$ cat src/sv/u16u8_pkg.sv
`timescale 1ns / 1ps
`default_nettype none
package u16u8_pkg;

    localparam logic [15:0] BUF_SIZE_RST = 16'hFFFF;
    localparam logic [5:0]  SURR_HI_TAG  = 6'b110110;
    localparam logic [5:0]  SURR_LO_TAG  = 6'b110111;
    localparam logic [20:0] SUPP_BASE    = 21'h10000;
    localparam int          MAX_RECS     = 3;

    typedef enum logic [1:0] {
        LEN_1 = 2'd0,
        LEN_2 = 2'd1,
        LEN_3 = 2'd2,
        LEN_4 = 2'd3
    } t_len;

    typedef struct packed {
        logic [7:0]  low_half;
        logic        have_low_half;
        logic [15:0] held_high;
        logic        high_pending;
        logic [15:0] bytes_written;
        logic        buffer_full;
        logic [31:0] utf8_total;
    } t_stream;

    typedef struct packed {
        logic [20:0] cp;
        t_len        len;
    } t_rec;

    typedef struct packed {
        logic [1:0]              nrec;
        t_rec [MAX_RECS-1:0]     rec;
        logic                    nul;
        logic [15:0]             wc;
        logic [31:0]             total;
        logic                    odd;
    } t_batch;

    function automatic t_len cp_len(input logic [20:0] cp);
        t_len l;
        if (cp < 21'h80) begin
            l = LEN_1;
        end else if (cp < 21'h800) begin
            l = LEN_2;
        end else if (cp < SUPP_BASE) begin
            l = LEN_3;
        end else begin
            l = LEN_4;
        end
        return l;
    endfunction

    function automatic logic [7:0] utf8_byte(input logic [20:0] cp, input t_len len,
                                             input logic [1:0] k);
        logic [7:0] b;
        b = '0;
        case (len)
            LEN_1: begin
                b = {1'b0, cp[6:0]};
            end
            LEN_2: begin
                b = (k == 2'd0) ? {3'b110, cp[10:6]} : {2'b10, cp[5:0]};
            end
            LEN_3: begin
                case (k)
                    2'd0:    b = {4'b1110, cp[15:12]};
                    2'd1:    b = {2'b10, cp[11:6]};
                    default: b = {2'b10, cp[5:0]};
                endcase
            end
            default: begin
                case (k)
                    2'd0:    b = {5'b11110, cp[20:18]};
                    2'd1:    b = {2'b10, cp[17:12]};
                    2'd2:    b = {2'b10, cp[11:6]};
                    default: b = {2'b10, cp[5:0]};
                endcase
            end
        endcase
        return b;
    endfunction

endpackage
`default_nettype wire

$ cat src/sv/u16u8_if.sv
`timescale 1ns / 1ps
`default_nettype none
interface u16u8_in_if;
    logic       valid;
    logic       ready;
    logic [7:0] data_byte;
    logic       last_byte;
    modport source (output valid, output data_byte, output last_byte, input ready);
    modport sink (input valid, input data_byte, input last_byte, output ready);
endinterface

interface u16u8_out_if;
    logic        valid;
    logic        ready;
    logic [7:0]  out_byte;
    logic        is_terminator;
    logic        end_of_run;
    logic [15:0] written_count;
    logic [31:0] total_length;
    logic        odd_error;
    modport source (output valid, output out_byte, output is_terminator, output end_of_run,
                    output written_count, output total_length, output odd_error,
                    input ready);
    modport sink (input valid, input out_byte, input is_terminator, input end_of_run,
                  input written_count, input total_length, input odd_error,
                  output ready);
endinterface

interface u16u8_cfg_if;
    logic        valid;
    logic        ready;
    logic [15:0] buf_size;
    modport source (output valid, output buf_size, input ready);
    modport sink (input valid, input buf_size, output ready);
endinterface
`default_nettype wire

$ cat src/sv/u16u8_step.sv
`timescale 1ns / 1ps
`default_nettype none
module u16u8_step
    import u16u8_pkg::*;
(
    input  t_stream     i_st,
    input  logic [7:0]  i_byte,
    input  logic        i_last,
    input  logic [15:0] i_buf_size,
    output t_stream     o_st,
    output t_batch      o_batch,
    output logic        o_any
);

    logic [15:0] eff;
    logic        second;
    logic [15:0] unit;
    logic        is_lo;
    logic        is_hi;
    logic [20:0] joined;
    logic        done;
    logic [15:0] held1;
    logic        hp1;
    logic        v [MAX_RECS];
    logic [20:0] cp [MAX_RECS];
    logic [15:0] bw;
    logic        full;
    logic [31:0] tot;
    logic [1:0]  cnt;
    t_len        len;
    logic [2:0]  nbytes;
    logic [15:0] wc;

    always_comb begin
        eff    = (i_buf_size == '0) ? 16'd1 : i_buf_size;
        second = i_st.have_low_half;
        unit   = {i_byte, i_st.low_half};
        is_lo  = (unit[15:10] == SURR_LO_TAG);
        is_hi  = (unit[15:10] == SURR_HI_TAG);
        joined = {1'b0, i_st.held_high[9:0], unit[9:0]} + SUPP_BASE;

        // held surrogate: joined with a low partner or sent alone
        v[0]  = second && i_st.high_pending;
        cp[0] = is_lo ? joined : {5'd0, i_st.held_high};
        done  = v[0] && is_lo;
        v[1]  = second && !done && !is_hi;
        cp[1] = {5'd0, unit};
        held1 = (second && !done && is_hi) ? unit : i_st.held_high;
        hp1   = second ? (!done && is_hi) : i_st.high_pending;
        // flush at end of string
        v[2]  = i_last && hp1;
        cp[2] = {5'd0, held1};

        bw      = i_st.bytes_written;
        full    = i_st.buffer_full;
        tot     = i_st.utf8_total;
        cnt     = '0;
        len     = LEN_1;
        nbytes  = '0;
        o_batch = '0;
        for (int i = 0; i < MAX_RECS; i++) begin
            len    = cp_len(cp[i]);
            nbytes = {1'b0, len} + 3'd1;
            if (v[i]) begin
                tot = tot + 32'(nbytes);
                if (!full) begin
                    if ({1'b0, bw} + 17'(nbytes) >= {1'b0, eff}) begin
                        full = 1'b1;
                    end else begin
                        o_batch.rec[cnt].cp  = cp[i];
                        o_batch.rec[cnt].len = len;
                        cnt = cnt + 2'd1;
                        bw  = bw + 16'(nbytes);
                    end
                end
            end
        end

        wc            = (bw >= eff) ? eff - 16'd1 : bw;
        o_batch.nrec  = cnt;
        o_batch.nul   = i_last;
        o_batch.wc    = wc + 16'd1;
        o_batch.total = tot;
        o_batch.odd   = !second;
        o_any         = (cnt != '0) || i_last;

        if (i_last) begin
            o_st = '0;
        end else begin
            o_st.low_half      = second ? i_st.low_half : i_byte;
            o_st.have_low_half = !second;
            o_st.held_high     = held1;
            o_st.high_pending  = hp1;
            o_st.bytes_written = bw;
            o_st.buffer_full   = full;
            o_st.utf8_total    = tot;
        end
    end

endmodule
`default_nettype wire

$ cat src/sv/utf16le_to_utf8_transcoder.sv
`timescale 1ns / 1ps
`default_nettype none
// UTF-16LE to UTF-8 transcoder. Takes one string byte per word on i_in, low byte of each
// unit first, last_byte on the final byte; emits one UTF-8 byte per word on o_out and closes
// every string with a NUL word carrying written_count, total_length and odd_error. A byte is
// decoded in the cycle it is accepted into a batch register of up to three code points plus
// the NUL; an output sequencer then sends one byte per cycle into the output register while
// the output is not stalled. Input bytes are therefore paced by the output path; bytes that
// produce nothing are taken one per cycle while the sequencer is idle. The next byte is taken
// in the cycle the last byte of the current batch moves to the output register. The user must
// write buf_size on i_cfg only between strings; the block itself does not enforce this.
module utf16le_to_utf8_transcoder
    import u16u8_pkg::*;
(
    input  logic                i_clk,
    input  logic                i_rst_n,
    u16u8_cfg_if.sink           i_cfg,
    u16u8_in_if.sink            i_in,
    u16u8_out_if.source         o_out
);

    logic [15:0] r_buf_size;
    t_stream     r_st;
    t_stream     n_st;
    t_batch      r_batch;
    t_batch      n_batch;
    logic        w_any;
    logic        r_busy;
    logic        n_busy;
    logic [1:0]  r_ri;
    logic [1:0]  n_ri;
    logic [1:0]  r_k;
    logic [1:0]  n_k;
    t_rec        w_cur;
    logic        w_on_nul;
    logic        w_rec_end;
    logic        w_final;
    logic        w_move;
    logic        w_in_acc;

    logic        r_oval;
    logic [7:0]  r_obyte;
    logic        r_oterm;
    logic        r_oeor;
    logic [15:0] r_owc;
    logic [31:0] r_ototal;
    logic        r_oodd;
    logic [7:0]  n_obyte;
    logic        n_oeor;

    assign i_cfg.ready = 1'b1;

    always_ff @(posedge i_clk) begin
        if (!i_rst_n) begin
            r_buf_size <= BUF_SIZE_RST;
        end else if (i_cfg.valid) begin
            r_buf_size <= i_cfg.buf_size;
        end
    end

    u16u8_step u_step (
        .i_st       (r_st),
        .i_byte     (i_in.data_byte),
        .i_last     (i_in.last_byte),
        .i_buf_size (r_buf_size),
        .o_st       (n_st),
        .o_batch    (n_batch),
        .o_any      (w_any)
    );

    always_comb begin
        case (r_ri)
            2'd0:    w_cur = r_batch.rec[0];
            2'd1:    w_cur = r_batch.rec[1];
            2'd2:    w_cur = r_batch.rec[2];
            default: w_cur = '0;
        endcase
    end

    assign w_on_nul  = (r_ri == r_batch.nrec);
    assign w_rec_end = (r_k == w_cur.len);
    assign w_final   = w_on_nul ||
                       (w_rec_end && (r_ri == r_batch.nrec - 2'd1) && !r_batch.nul);
    assign w_move    = r_busy && (!r_oval || o_out.ready);
    assign i_in.ready = !r_busy || (w_move && w_final);
    assign w_in_acc  = i_in.valid && i_in.ready;

    always_comb begin
        n_busy = r_busy;
        n_ri   = r_ri;
        n_k    = r_k;
        if (w_move) begin
            if (w_final) begin
                n_busy = 1'b0;
            end else if (w_rec_end) begin
                n_ri = r_ri + 2'd1;
                n_k  = '0;
            end else begin
                n_k = r_k + 2'd1;
            end
        end
        if (w_in_acc && w_any) begin
            n_busy = 1'b1;
            n_ri   = '0;
            n_k    = '0;
        end
    end

    always_comb begin
        n_obyte = w_on_nul ? 8'd0 : utf8_byte(w_cur.cp, w_cur.len, r_k);
        n_oeor  = w_final;
    end

    always_ff @(posedge i_clk) begin
        if (!i_rst_n) begin
            r_st   <= '0;
            r_busy <= 1'b0;
            r_ri   <= '0;
            r_k    <= '0;
            r_oval <= 1'b0;
        end else begin
            if (w_in_acc) begin
                r_st <= n_st;
            end
            r_busy <= n_busy;
            r_ri   <= n_ri;
            r_k    <= n_k;
            if (w_move) begin
                r_oval <= 1'b1;
            end else if (o_out.ready) begin
                r_oval <= 1'b0;
            end
        end
    end

    always_ff @(posedge i_clk) begin
        if (w_in_acc && w_any) begin
            r_batch <= n_batch;
        end
        if (w_move) begin
            r_obyte  <= n_obyte;
            r_oterm  <= w_on_nul;
            r_oeor   <= n_oeor;
            r_owc    <= w_on_nul ? r_batch.wc : 16'd0;
            r_ototal <= w_on_nul ? r_batch.total : 32'd0;
            r_oodd   <= w_on_nul && r_batch.odd;
        end
    end

    assign o_out.valid         = r_oval;
    assign o_out.out_byte      = r_obyte;
    assign o_out.is_terminator = r_oterm;
    assign o_out.end_of_run    = r_oeor;
    assign o_out.written_count = r_owc;
    assign o_out.total_length  = r_ototal;
    assign o_out.odd_error     = r_oodd;

    a_term_ends_run: assert property (@(posedge i_clk) disable iff (!i_rst_n)
        o_out.valid && o_out.is_terminator |-> o_out.end_of_run && o_out.out_byte == 8'd0)
        else $error("terminator word without end of run");

    a_counts_only_on_term: assert property (@(posedge i_clk) disable iff (!i_rst_n)
        o_out.valid && !o_out.is_terminator |->
            o_out.written_count == 16'd0 && o_out.total_length == 32'd0 && !o_out.odd_error)
        else $error("counts on data word");

    a_index_in_batch: assert property (@(posedge i_clk) disable iff (!i_rst_n)
        r_busy |-> r_ri <= r_batch.nrec)
        else $error("record index past batch");

    a_idle_after_reset: assert property (@(posedge i_clk)
        $past(!i_rst_n) |-> !r_busy && !r_oval)
        else $error("busy after reset");

    a_nul_clears_stream: assert property (@(posedge i_clk) disable iff (!i_rst_n)
        w_in_acc && i_in.last_byte |=> r_st == '0)
        else $error("stream state kept after end of string");

endmodule
`default_nettype wire
$ cat src/flat_wrapper.sv
// flat-port wrapper written by rule: the top's interface ports become plain ports
module utf16le_to_utf8_transcoder_flat import u16u8_pkg::*;
  (i_clk, i_rst_n, i_cfg_valid, i_cfg_buf_size, i_cfg_ready, i_in_valid, i_in_data_byte, i_in_last_byte, i_in_ready, o_out_valid, o_out_out_byte, o_out_is_terminator, o_out_end_of_run, o_out_written_count, o_out_total_length, o_out_odd_error, o_out_ready);
  u16u8_cfg_if i_cfg_i ();
  u16u8_in_if i_in_i ();
  u16u8_out_if o_out_i ();
  input  logic i_clk;
  input  logic i_rst_n;
  input wire logic [$bits(i_cfg_i.valid)-1:0] i_cfg_valid;
  input wire logic [$bits(i_cfg_i.buf_size)-1:0] i_cfg_buf_size;
  output wire logic [$bits(i_cfg_i.ready)-1:0] i_cfg_ready;
  input wire logic [$bits(i_in_i.valid)-1:0] i_in_valid;
  input wire logic [$bits(i_in_i.data_byte)-1:0] i_in_data_byte;
  input wire logic [$bits(i_in_i.last_byte)-1:0] i_in_last_byte;
  output wire logic [$bits(i_in_i.ready)-1:0] i_in_ready;
  output wire logic [$bits(o_out_i.valid)-1:0] o_out_valid;
  output wire logic [$bits(o_out_i.out_byte)-1:0] o_out_out_byte;
  output wire logic [$bits(o_out_i.is_terminator)-1:0] o_out_is_terminator;
  output wire logic [$bits(o_out_i.end_of_run)-1:0] o_out_end_of_run;
  output wire logic [$bits(o_out_i.written_count)-1:0] o_out_written_count;
  output wire logic [$bits(o_out_i.total_length)-1:0] o_out_total_length;
  output wire logic [$bits(o_out_i.odd_error)-1:0] o_out_odd_error;
  input wire logic [$bits(o_out_i.ready)-1:0] o_out_ready;
  assign i_cfg_i.valid = i_cfg_valid;
  assign i_cfg_i.buf_size = i_cfg_buf_size;
  assign i_cfg_ready = i_cfg_i.ready;
  assign i_in_i.valid = i_in_valid;
  assign i_in_i.data_byte = i_in_data_byte;
  assign i_in_i.last_byte = i_in_last_byte;
  assign i_in_ready = i_in_i.ready;
  assign o_out_valid = o_out_i.valid;
  assign o_out_out_byte = o_out_i.out_byte;
  assign o_out_is_terminator = o_out_i.is_terminator;
  assign o_out_end_of_run = o_out_i.end_of_run;
  assign o_out_written_count = o_out_i.written_count;
  assign o_out_total_length = o_out_i.total_length;
  assign o_out_odd_error = o_out_i.odd_error;
  assign o_out_i.ready = o_out_ready;
  utf16le_to_utf8_transcoder u_core (.i_clk(i_clk), .i_rst_n(i_rst_n), .i_cfg(i_cfg_i), .i_in(i_in_i), .o_out(o_out_i));
endmodule
$ cat config.mk
export PLATFORM = sky130hd
export DESIGN_NAME = utf16le_to_utf8_transcoder_flat
export DESIGN_NICKNAME = d
export VERILOG_FILES = /design/src/sv/u16u8_pkg.sv /design/src/sv/u16u8_if.sv /design/src/sv/u16u8_step.sv /design/src/sv/utf16le_to_utf8_transcoder.sv /design/src/flat_wrapper.sv
export SDC_FILE = /design/constraint.sdc
export NUM_CORES = 1
export LEC_CHECK = 0
export ABC_AREA = 1
export BUFFER_PORTS_ARGS = -buffer_cell sky130_fd_sc_hd__buf_4
export CORE_MARGIN = 2
export CORE_UTILIZATION = 65
export DETAILED_ROUTE_END_ITERATION = 12
export GPL_TIMING_DRIVEN = 0
export PLACE_DENSITY = 0.95
export SLEW_MARGIN = 0
export SYNTH_ARGS = -nofsm -noshare
export SYNTH_HDL_FRONTEND = slang
export SYNTH_SLANG_ARGS = --single-unit
export TNS_END_PERCENT = 5
$ cat constraint.sdc
create_clock -name i_clk -period 25.3 [get_ports i_clk]
set_input_delay 1.265 -clock i_clk [delete_from_list [all_inputs] [get_ports i_clk]]
set_output_delay 1.265 -clock i_clk [all_outputs]
set_load 0.01 [all_outputs]
==> out/metrics.yaml <==
logic_synthesis:
  netlist_instances: 2573
  async_reset_ff_share_pct: 0
  yosys_warnings: 0
  synthTopCellsByArea: "edfxtp_1, nand2_1, dfxtp_1"
  synth-edff-count: 170
  synth_nets: 2709
  synthDistinctLibCells: 68
  syn_avg_cell_area_um2: 7.32
  synth_seq_area_share_pct: 37.4
  synth_top_area_share_pct: 27.1
  synth-seq-cells: 267
  synth_ff_type: "edfxtp_1"
  netlist_area_mm2: 0.0188
  synth_area_leader_cell: "edfxtp_1"
die:
  coreArea_mm2: 0.0286
  die_h_um: 174
  start_util_pct: 65.8
  die_width_um: 174
  die_area_mm2: 0.0304
  row_count: 62
  ios: 92
clock_network:
  cts_hold_buf: 0
  path_clk_slew_ns: 0.07
  post-cts-setup-buffers: 0
  numCtsBuffers: 27
  cts_tree: "built"
  clk_latency_ns: 0.55
  cts-root-buf: "clkbuf_16"
  cts.sinks: 267
  cts_resized: 0
  clockBufferDepth: 3
  htree_num_levels: 1
setup_path:
  cp-start-kind: "input port"
  crit_family: "simple AND/OR/NAND/NOR gates"
  critPathRequiredTime_ns: 25.60
  cp.arrival_ns: 18.05
  criticalPathCategory: "input port to flop"
  worst-path-buf-inv: 20
  crit_slowest_cell: "a21oi_1"
  critPathMaxFanout: 10
  cp_common_cell: "nand2_1"
  endpoint_kind: "flop"
  cpPeakStageDelay_ns: 0.57
global_route:
  grt_max_degree: 58
  grt_pass1_vias: 17612
  grt_usage_pct: 37.8
  overflow: 0
  antenna_found_initial: 0
  grt_pass1_wl_um: 91000
drt:
  drtIter0Drc: 1809
  dr_total_vias: 18376
  post_drt_wl_per_cell_um: 18.7
  viasPerCell: 5.93
  routed_wl_um: 57800
  firstDrtPassIters: 6
  drc: 0
  ant_nets: 0
power:
  ir_drop_uv: 48.9
  p_leak_nw: 9.43
  power.density_mw_per_mm2: 49.5
cells_and_area:
  post_layout_nonfiller_instances: 3099
  area_growth_pct: 11.3
  diodes: 0
  final_cell_area_mm2: 0.0210
  drive_above_1_share_pct: 9.80
  final_nets: 2830
timing:
  drv_slew: 0
  skew_ns: 0.0123
  timing.fmax_ghz: 0.0563
  rsz0062_at_grt: "no"
  setup_viol: 0
  period_share_pct: 70.2
  tightest_slew_ns: 1.27
  setup_tns_ns: 0
  relSlewSlack_pct: 14.9
  final_hold_viol_count: 0
  setup_slack_ns: 7.55
  min_period_ns: 17.75
place:
  dp_hpwl_um: 44000
  place_inst: 3049
  dp_slack_ns: 7.38
  place_area_mm2: 0.0201
  placement.io_buffers: 90
  gp_congestion: 1.00
job:
  maxCapViolations: 0
min_path:
  min_path_type: "flop to flop"
status:
  outcome: "finished clean"
## routing by layer
| layer | share of wire [%] | wire length, um | track usage, % |
|---|---|---|---|
| met5 | 0 | 0 | 0 |
| met4 | 6.0 | 3450 | 20.5 |
| met3 | 8.3 | 4830 | 5.07 |
| met2 | 48 | 27700 | 65.0 |
| met1 | 38 | 21900 | 45.9 |
## tightest hold or removal path, stage by stage (launching register included)
cell and delay [ns]:
dfxtp_1 0.31, nand2_1 0.06, a21oi_1 0.05
## registers in the layout, indices dropped and copies added (netlist names)
register	count
u_core.o_out.out_byte	8
u_core.o_out.written_count	16
u_core.o_out.total_length	32
u_core.r_k	2
u_core.o_out.is_terminator	1
u_core.o_out.odd_error	1
u_core.r_buf_size	16
u_core.r_st	75
u_core.r_batch	111
u_core.o_out.valid	1
u_core.o_out.end_of_run	1
u_core.r_ri	2
u_core.r_busy	1
## placed cells by master (no fill, tap or decap), drive strengths merged, types with 97 or more instances in the layout
cell type  instances
nor2             273
ha               100
dfxtp             97
a21oi            128
buf              110
edfxtp           170
inv              403
nand2            701
o21ai            118
nand3            161
## final timing paths
kind,endpoint,slack (ns),from,depth (start not counted)
min reg2reg,u_core.r_st[62],0.46,u_core.r_st[62],2
min,u_core.r_st[62],0.46,u_core.r_st[62],2
max reg2reg,u_core.r_batch[43],8.71,u_core.r_st[56],100
max,u_core.r_batch[43],7.55,i_in_data_byte[5],103
## power by group
| part | switching, W | leakage [nW] | total (W) | internal, W |
|---|---|---|---|---|
| clock | 0.000178 | 0.439 | 0.000416 | 0.000238 |
| sequential | 0.00000811 | 2.43 | 0.000493 | 0.000484 |
| combinational | 0.0000905 | 6.56 | 0.000130 | 0.0000390 |
| total | 0.000277 | 9.43 | 0.00104 | 0.000762 |
## cell type report
type	instances	area [um2]
flip-flops and latches	267	7050
well taps	384	480
fillers	2202	7660
clock inverters	20	223
repair buffers	92	723
multi-input cells	1827	9930
clock buffers	30	687
plain buffers	71	334
inverters	408	1530
## kinds of logic after synthesis
group	synth area share [%]
buffers and inverters	9.90
adder cells (fa/ha/maj)	7.28
AND/OR/NAND/NOR	29.8
other	0.0199
AO/OA/AOI/OAI	10.1
XOR/XNOR	5.53
flip-flops	37.4
## Yosys cell counts (26+ instances only)
cell	number
clkbuf_1	53
inv_1	381
xor2_1	95
nand4_1	65
nand3_1	149
nand2_1	672
a21oi_1	127
nor2_1	254
ha_1	100
o21ai_0	110
nand2_2	26
dfxtp_1	97
edfxtp_1	170
## stage by stage
step / util [%] / total power [W] / hold WS [ns]
detailed placement: 70.1 / 0.000627 / 0.457
floorplan: - / 0.000577 / 0.445
finish: 73.2 / 0.00104 / 0.463
global route: 73.2 / 0.00107 / 0.497
CTS: 73.2 / 0.00103 / 0.467
global placement: 69.9 / 0.000622 / 0.452
Note: power is estimated with default switching activity, not from simulation.
